<file path="src/ikc_pkg.sv">
// ----------------------------------------------------------------------------
// Index key collation compare package
// Shared widths, rule codes, order codes and lane status types.
// ----------------------------------------------------------------------------
package ikc_pkg;

   localparam int MAX_KEY_BYTES = 4096;
   localparam int LEN_W  = 13;
   localparam int CNT_W  = $clog2(MAX_KEY_BYTES + 1);
   localparam int CMP_W  = ((CNT_W > LEN_W) ? CNT_W : LEN_W) + 1;
   localparam int BYTE_W = 8;
   localparam int LANES  = 4;
   localparam int WORD_W = BYTE_W * LANES;
   localparam int RULE_W = 8;

   localparam logic [RULE_W-1:0] RULE_BINARY     = 8'h00;
   localparam logic [RULE_W-1:0] RULE_SINGLE     = 8'h10;
   localparam logic [RULE_W-1:0] RULE_HASH_PAIR  = 8'h12;
   localparam logic [RULE_W-1:0] RULE_WORD_ARRAY = 8'h13;

   localparam logic [CMP_W-1:0] SINGLE_LEN = CMP_W'(LANES);
   localparam logic [CMP_W-1:0] PAIR_LEN   = CMP_W'(2 * LANES);
   localparam logic [CMP_W-1:0] MAX_LEN    = CMP_W'(MAX_KEY_BYTES);

   typedef enum logic [1:0] {
      ORD_BEFORE = 2'd0,
      ORD_EQUAL  = 2'd1,
      ORD_AFTER  = 2'd2,
      ORD_ERROR  = 2'd3
   } order_type;

   typedef struct packed {
      logic in_range;
      logic differ;
      logic a_less;
   } lane_status_type;

endpackage

</file>
<file path="src/index_key_collation_compare_top.sv">
// ----------------------------------------------------------------------------
// Index key collation compare, top level
// Streams two keys as word pairs and reports their collation order.
// ----------------------------------------------------------------------------
// Usage:
//   Each request on the req_ channel carries one 4-byte word of each key
//   plus both key lengths; req_tlast marks the final pair of a comparison.
//   The rsp_ channel returns one order code per comparison: 0 first key
//   before, 1 equal, 2 after, 3 error. The user must write the collation
//   rule on the csr_ channel while the block is idle; the block itself
//   does not enforce this, and csr_ready is always high. Throughput: one
//   request per cycle while req_tready is high. Four byte lanes and a
//   word compare work in parallel on each pair, and the merge folds them
//   into the running verdict in the same cycle, so the verdict loop sets
//   the rate. The response is registered. A two-entry output stage
//   (output register plus skid) lets requests continue while a response
//   waits; req_tready drops only when both entries are full, so a stalled
//   receiver blocks the input after two pending responses.
//   Reset (synchronous, active high) clears the rule to binary, the running
//   verdict to equal, the byte offset to zero and empties the output stage.
// ----------------------------------------------------------------------------
module index_key_collation_compare_top (
   input  logic        clock,
   input  logic        reset,
   input  logic        req_tvalid,
   output logic        req_tready,
   // req_tdata fields from bit 0: len_a[12:0], len_b[12:0], word_a[31:0],
   // word_b[31:0], zero fill
   input  logic [95:0] req_tdata,
   input  logic        req_tlast,     // last_word
   output logic        rsp_tvalid,
   input  logic        rsp_tready,
   // rsp_tdata fields from bit 0: order[1:0], zero fill
   output logic [7:0]  rsp_tdata,
   input  logic        csr_valid,
   output logic        csr_ready,
   input  logic [7:0]  csr_data
);
   import ikc_pkg::*;

   logic [RULE_W-1:0] rule_ff;
   order_type         verdict_ff, verdict_in;
   logic [CNT_W-1:0]  count_ff, count_in;
   logic              out_valid_ff, out_valid_in;
   order_type         out_order_ff, out_order_in;
   logic              skid_valid_ff, skid_valid_in;
   order_type         skid_order_ff, skid_order_in;

   logic [LEN_W-1:0]  len_a_raw, len_b_raw;
   logic [WORD_W-1:0] word_a, word_b;
   logic [CMP_W-1:0]  len_a, len_b, min_len, offset;
   logic              accept, produce;
   order_type         verdict_next, final_order;
   logic [CMP_W-1:0]  count_sum;
   lane_status_type   lanes [LANES];

   assign len_a_raw = req_tdata[LEN_W-1:0];
   assign len_b_raw = req_tdata[2*LEN_W-1:LEN_W];
   assign word_a    = req_tdata[2*LEN_W+WORD_W-1:2*LEN_W];
   assign word_b    = req_tdata[2*LEN_W+2*WORD_W-1:2*LEN_W+WORD_W];

   assign len_a   = CMP_W'(len_a_raw);
   assign len_b   = CMP_W'(len_b_raw);
   assign min_len = (len_a < len_b) ? len_a : len_b;
   assign offset  = CMP_W'(count_ff);

   assign csr_ready  = 1'b1;
   assign req_tready = !skid_valid_ff;
   assign accept     = req_tvalid && req_tready;
   assign produce    = accept && req_tlast;
   assign rsp_tvalid = out_valid_ff;
   assign rsp_tdata  = {6'b0, out_order_ff};

   for (genvar g = 0; g < LANES; g++) begin : g_lane
      ikc_byte_lane u_lane (
         .byte_pos (offset + CMP_W'(g)),
         .min_len  (min_len),
         .byte_a   (word_a[g*BYTE_W +: BYTE_W]),
         .byte_b   (word_b[g*BYTE_W +: BYTE_W]),
         .status   (lanes[g])
      );
   end

   ikc_merge u_merge (
      .lanes        (lanes),
      .word_a       (word_a),
      .word_b       (word_b),
      .offset       (offset),
      .len_a        (len_a),
      .len_b        (len_b),
      .min_len      (min_len),
      .rule         (rule_ff),
      .verdict      (verdict_ff),
      .verdict_next (verdict_next),
      .final_order  (final_order)
   );

   assign count_sum = offset + SINGLE_LEN;

   always_comb begin
      verdict_in = verdict_ff;
      count_in   = count_ff;
      if (accept) begin
         if (req_tlast) begin
            verdict_in = ORD_EQUAL;
            count_in   = '0;
         end else begin
            verdict_in = verdict_next;
            count_in   = (count_sum > MAX_LEN) ? CNT_W'(MAX_KEY_BYTES)
                                               : count_sum[CNT_W-1:0];
         end
      end
   end

   // The skid entry fills only when the output register is held by a stall.
   always_comb begin
      out_valid_in  = out_valid_ff;
      out_order_in  = out_order_ff;
      skid_valid_in = skid_valid_ff;
      skid_order_in = skid_order_ff;
      if (out_valid_ff && !rsp_tready) begin
         if (produce) begin
            skid_valid_in = 1'b1;
            skid_order_in = final_order;
         end
      end else if (skid_valid_ff) begin
         out_valid_in  = 1'b1;
         out_order_in  = skid_order_ff;
         skid_valid_in = 1'b0;
      end else begin
         out_valid_in = produce;
         out_order_in = final_order;
      end
   end

   always_ff @(posedge clock) begin
      if (reset) begin
         rule_ff       <= RULE_BINARY;
         verdict_ff    <= ORD_EQUAL;
         count_ff      <= '0;
         out_valid_ff  <= 1'b0;
         skid_valid_ff <= 1'b0;
      end else begin
         if (csr_valid && csr_ready) begin
            rule_ff <= csr_data;
         end
         verdict_ff    <= verdict_in;
         count_ff      <= count_in;
         out_valid_ff  <= out_valid_in;
         skid_valid_ff <= skid_valid_in;
      end
   end

   always_ff @(posedge clock) begin
      out_order_ff  <= out_order_in;
      skid_order_ff <= skid_order_in;
   end

endmodule

</file>
<file path="src/ikc_byte_lane.sv">
// ----------------------------------------------------------------------------
// Byte lane
// Compares one byte of each key and tells whether the byte lies in both keys.
// ----------------------------------------------------------------------------
module ikc_byte_lane (
   input  logic [ikc_pkg::CMP_W-1:0]  byte_pos,
   input  logic [ikc_pkg::CMP_W-1:0]  min_len,
   input  logic [ikc_pkg::BYTE_W-1:0] byte_a,
   input  logic [ikc_pkg::BYTE_W-1:0] byte_b,
   output ikc_pkg::lane_status_type   status
);
   import ikc_pkg::*;

   always_comb begin
      status.in_range = byte_pos < min_len;
      status.differ   = byte_a != byte_b;
      status.a_less   = byte_a < byte_b;
   end

endmodule

</file>
<file path="src/ikc_merge.sv">
// ----------------------------------------------------------------------------
// Verdict merge
// Combines the byte lanes and the whole-word compare into the running
// verdict, and resolves the final order on the last word pair.
// ----------------------------------------------------------------------------
module ikc_merge (
   input  ikc_pkg::lane_status_type          lanes [ikc_pkg::LANES],
   input  logic [ikc_pkg::WORD_W-1:0]        word_a,
   input  logic [ikc_pkg::WORD_W-1:0]        word_b,
   input  logic [ikc_pkg::CMP_W-1:0]         offset,
   input  logic [ikc_pkg::CMP_W-1:0]         len_a,
   input  logic [ikc_pkg::CMP_W-1:0]         len_b,
   input  logic [ikc_pkg::CMP_W-1:0]         min_len,
   input  logic [ikc_pkg::RULE_W-1:0]        rule,
   input  ikc_pkg::order_type                verdict,
   output ikc_pkg::order_type                verdict_next,
   output ikc_pkg::order_type                final_order
);
   import ikc_pkg::*;

   logic      word_rule;
   logic      word_fits;
   logic      lane_found;
   order_type lane_order;
   order_type word_order;

   assign word_rule = (rule == RULE_SINGLE) || (rule == RULE_HASH_PAIR) ||
                      (rule == RULE_WORD_ARRAY);
   assign word_fits = (offset + SINGLE_LEN) <= min_len;

   // The lowest lane holding a differing byte inside both keys decides.
   always_comb begin
      lane_found = 1'b0;
      lane_order = ORD_EQUAL;
      for (int i = LANES - 1; i >= 0; i--) begin
         if (lanes[i].in_range && lanes[i].differ) begin
            lane_found = 1'b1;
            lane_order = lanes[i].a_less ? ORD_BEFORE : ORD_AFTER;
         end
      end
   end

   always_comb begin
      if (word_a < word_b) begin
         word_order = ORD_BEFORE;
      end else if (word_a > word_b) begin
         word_order = ORD_AFTER;
      end else begin
         word_order = ORD_EQUAL;
      end
   end

   always_comb begin
      verdict_next = verdict;
      if (verdict == ORD_EQUAL) begin
         if (rule == RULE_BINARY) begin
            if (lane_found) begin
               verdict_next = lane_order;
            end
         end else if (word_rule && word_fits) begin
            verdict_next = word_order;
         end
      end
   end

   always_comb begin
      final_order = ORD_ERROR;
      priority if (len_a > MAX_LEN || len_b > MAX_LEN) begin
         final_order = ORD_ERROR;
      end else if (rule == RULE_BINARY) begin
         final_order = verdict_next;
         if (verdict_next == ORD_EQUAL && len_a != len_b) begin
            final_order = (len_a < len_b) ? ORD_BEFORE : ORD_AFTER;
         end
      end else if (rule == RULE_SINGLE) begin
         if (len_a == SINGLE_LEN && len_b == SINGLE_LEN) begin
            final_order = verdict_next;
         end
      end else if (rule == RULE_HASH_PAIR) begin
         if (len_a == PAIR_LEN && len_b == PAIR_LEN) begin
            final_order = verdict_next;
         end
      end else if (rule == RULE_WORD_ARRAY) begin
         if (len_a == len_b && len_a != '0 && len_a[1:0] == 2'b00) begin
            final_order = verdict_next;
         end
      end else begin
         final_order = ORD_ERROR;
      end
   end

endmodule
</file>
<file path="config.mk">
export PLATFORM = sky130hd
export DESIGN_NAME = index_key_collation_compare_top
export DESIGN_NICKNAME = d
export VERILOG_FILES = /design/src/ikc_pkg.sv /design/src/index_key_collation_compare_top.sv /design/src/ikc_byte_lane.sv /design/src/ikc_merge.sv
export SDC_FILE = /design/constraint.sdc
export NUM_CORES = 1
export LEC_CHECK = 0
export BUFFER_PORTS_ARGS = -buffer_cell sky130_fd_sc_hd__buf_4
export CAP_MARGIN = 15
export CELL_PAD_IN_SITES_DETAIL_PLACEMENT = 1
export CELL_PAD_IN_SITES_GLOBAL_PLACEMENT = 2
export CORE_ASPECT_RATIO = 1.75
export CORE_MARGIN = 2
export CORE_UTILIZATION = 26
export DETAILED_ROUTE_END_ITERATION = 16
export GPL_ROUTABILITY_DRIVEN = 0
export GPL_TIMING_DRIVEN = 0
export PLACE_DENSITY = 0.83
export SETUP_SLACK_MARGIN = 0.5
export SLEW_MARGIN = 10
export SYNTH_ARGS = -nofsm -noshare
export SYNTH_HDL_FRONTEND = slang
export SYNTH_SLANG_ARGS = --single-unit
</file>
<file path="constraint.sdc">
create_clock -name clock -period 4.5 [get_ports clock]
set_input_delay 0.9 -clock clock [delete_from_list [all_inputs] [get_ports clock]]
set_output_delay 0.9 -clock clock [all_outputs]
set_load 0.03 [all_outputs]
</file>
==> results.py <==
metrics = {
    "clock_tree": {
        "clkSinkCount": 27,
        "cts_made_buffers": 3,
        "holdBufCountCts": 0,
        "clk_pin_slew_ns": 0.07,
        "cts_buffer_depth": 2,
        "htreeDepth": 1,
        "root_buffer": "clkbuf_16",
        "cts_tree": "built",
        "insertion_delay_ns": 0.27,
    },
    "timing": {
        "setup_violations": 0,
        "slew_headroom_pct": 35.0,
        "min_period_ns": 4.48,
        "fmax_mhz": 223,
        "hold_violations": 0,
        "fin_skew_ns": 0.00321,
        "tightest_slew_ns": 0.966,
        "final.period_utilization_pct": 99.5,
        "rsz0062_at_grt": "true",
        "setup_tns_ns": 0,
        "slew_viol_final": 0,
    },
    "floorplanning": {
        "core-area_sq_mm": 0.0153,
        "num_rows": 60,
        "die_h_um": 170,
        "ios": 121,
        "die-width_um": 98.6,
        "start_util_pct": 26.6,
        "die_area_sq_mm": 0.0167,
    },
    "cells_and_area": {
        "drive_gt1_share_pct": 38.6,
        "fillCellCount": 1841,
        "syn2layout_area_growth_pct": 58.4,
        "n_antenna_cell": 0,
        "final_cell_mix": "buf_4, ha_1, nor2_1",
        "final_nets": 901,
        "final_common_cell": "buf_4",
        "post-route-util_pct": 42.1,
    },
    "critical_path": {
        "crit_required_ns": 4.59,
        "cp_cell_sequence": "buf_4, inv_6, ha_4, nand4_1, nor2_2, a221oi_4, buf_6, buf_6, nor2_4, a21oi_4, ha_1, nor2b_1, o21ai_1, nand2b_1, a211oi_2, o21ai_1, o21ai_1, o21a_2, nor2b_4, and3_4, a221oi_2",
        "cpPeakStageDelay_ns": 0.39,
        "crit_fanout": 7,
        "r2r_end": "out_order_ff[1]$_DFFE_PN_",
        "worstPathArrival_ns": 4.56,
        "r2r_start": "count_ff[3]$_SDFFE_PP0P_",
        "crit_type": "in2reg",
        "crit_path_start": "req_tdata[25]",
        "r2r_cells": 17,
        "endpoint_kind": "register",
        "slowest_stage": "a221oi_4",
        "r2r_setup_slack_ns": 0.32,
        "cp_common_cell": "o21ai_1",
        "crit_path_start_kind": "input pin",
    },
    "route": {
        "drt_iter0_drc": 97,
        "drcViolationCount": 0,
        "routedWlPerCell_um": 17.7,
        "routed_via_density": 5.25,
        "dr.pass1.iters": 4,
        "ant_nets": 0,
        "dr_total_vias": 4697,
        "wirelength_mm": 15.9,
    },
    "synthesis": {
        "syn-instance-count": 545,
        "ys_warn_count": 0,
        "ys_seq_area_share_pct": 14.3,
        "synth.distinct_cells": 61,
        "synthDominantCellAreaShare_pct": 24.9,
        "postSynth.asyncResetShare_pct": 0,
        "synth-seq-cells": 27,
        "synth_area_leaders": "ha_1, dfxtp_1, a21oi_1",
        "synth_area_per_cell_sq_um": 7.47,
        "synth-edff-count": 4,
        "netlist_area_sq_mm": 0.00407,
        "synth_ff_type": "dfxtp_1",
        "yosysTopAreaCell": "ha_1",
    },
    "worst_hold_path": {
        "whs_endpoint": "rule_ff[3]$_SDFFE_PP0P_",
        "worstHoldStart": "rule_ff[3]$_SDFFE_PP0P_",
        "whs_path_depth": 2,
        "worstHoldPathType": "reg2reg",
    },
    "grt": {
        "grt_pass1_vias": 5182,
        "grt_pass1_wl_mm": 24.8,
        "groute.usage.overall_pct": 18.2,
        "grt_max_degree": 16,
        "antenna_found_initial": 0,
        "overflow": 0,
    },
    "power": {
        "p_leak_uw": 0.00296,
        "powerDensity_mw_per_mm2": 166,
        "total_power_uw": 1070,
        "ir_drop_mv": 0.125,
    },
    "place": {
        "io_buffers": 106,
        "dpl.hpwl_mm": 12.8,
    },
    "status": {
        "status": "complete, no violations",
    },
    "run": {
        "cap_violations": 0,
    },
}
[cell families after synthesis]
kind of cell | Yosys count | synth area share [%]
simple gates | 171 | 21.1
buf+inv | 90 | 8.97
mux | 14 | 3.50
xor+xnor | 12 | 2.58
fa+ha+maj | 84 | 25.7
other cells | 2 | 0.184
compound gates | 145 | 23.7
flops | 27 | 14.3
[timing repair]
action / 4_1_cts / 5_1_grt
setup endpoints to repair: 6 / 6
setup buffers: 38 / 10
cloned: 1 / 0
resized for setup: 59 / 44
pin swaps: 23 / 34
[cell type report]
class / count / area [sq um] / area share [%]
Multi-Input combinational cell: 433 / 3850 / 59.7
Timing Repair Buffer: 155 / 1280 / 19.8
Sequential cell: 27 / 581 / 9.00
Inverter: 58 / 248 / 3.84
Tap cell: 186 / 233 / 3.61
Buffer: 32 / 180 / 2.79
Clock buffer: 3 / 75.1 / 1.16
Clock inverter: 1 / 5.00 / 0.0776
[cell usage after synthesis (3+ instances only)]
cell type,n
nor4b_1,3
a2111oi_0,3
nand2_1,23
buf_4,7
a31oi_1,6
nor3_1,14
inv_1,58
a22oi_1,3
o21a_1,3
nand3b_1,3
xnor2_1,6
nor4_1,11
nand4_1,15
a21oi_1,47
clkbuf_1,23
xor2_1,6
and3_1,4
ha_1,81
mux2i_1,12
o21ai_0,30
nor3b_1,3
nor2b_1,8
or2_2,3
a21o_1,18
dfxtp_1,23
nand2b_1,7
a211oi_1,6
nor2_1,58
edfxtp_1,4
a41o_1,3
nand3_1,14
[per-layer routing]
metal	vias to the layer above	track usage (%)	part of all wire [%]
li1	2288	-	-
met1	2239	17.3	34
met2	128	37.1	57
met3	42	2.06	3.9
met4	0	9.41	5.1
met5	-	0	0
[where the power goes]
| part | total [uW] | switching (uW) | internal, uW |
|---|---|---|---|
| clock network | 208 | 88.2 | 120 |
| logic | 600 | 296 | 304 |
| registers | 260 | 8.06 | 252 |
[registers in the layout, indices dropped and copies added (netlist names)]
register and cells:
rsp_tvalid 1, count_ff 11, skid_valid_ff 1, rule_ff 8
verdict_ff 2, skid_order_ff 2, out_order_ff 2
[worst max path at each step]
stage	endpoint	slack [ns]
final	out_order_ff[0]$_DFFE_PN_	0.02
after CTS	out_order_ff[0]$_DFFE_PN_	0.12
after detailed placement	out_order_ff[1]$_DFFE_PN_	-0.83
after floorplan	out_order_ff[0]$_DFFE_PN_	0.19
after global routing	out_order_ff[0]$_DFFE_PN_	-0.12
after global placement	out_order_ff[1]$_DFFE_PN_	-0.75
[per-stage QoR]
step | hold WS, ns | setup WS (ns) | instances | area [sq um]
floorplan | 0.461 | 0.186 | 550 | 4480
CTS | 0.510 | 0.121 | 885 | 6170
detailed placement | 0.493 | -0.827 | 842 | 5510
global route | 0.548 | -0.124 | 895 | 6450
global placement | 0.475 | -0.753 | 842 | 5510
finish | 0.505 | 0.0235 | 895 | 6450
[worst max-delay path, delay by kind of cell]
| kind | cells | cell delay, ns |
|---|---|---|
| AO/OA/AOI/OAI | 8 | 1.81 |
| AND/OR/NAND/NOR | 7 | 0.78 |
| buffers and inverters | 4 | 0.55 |
| adder cells (fa/ha/maj) | 2 | 0.51 |
No activity file was read; power rests on OpenSTA's default activity.
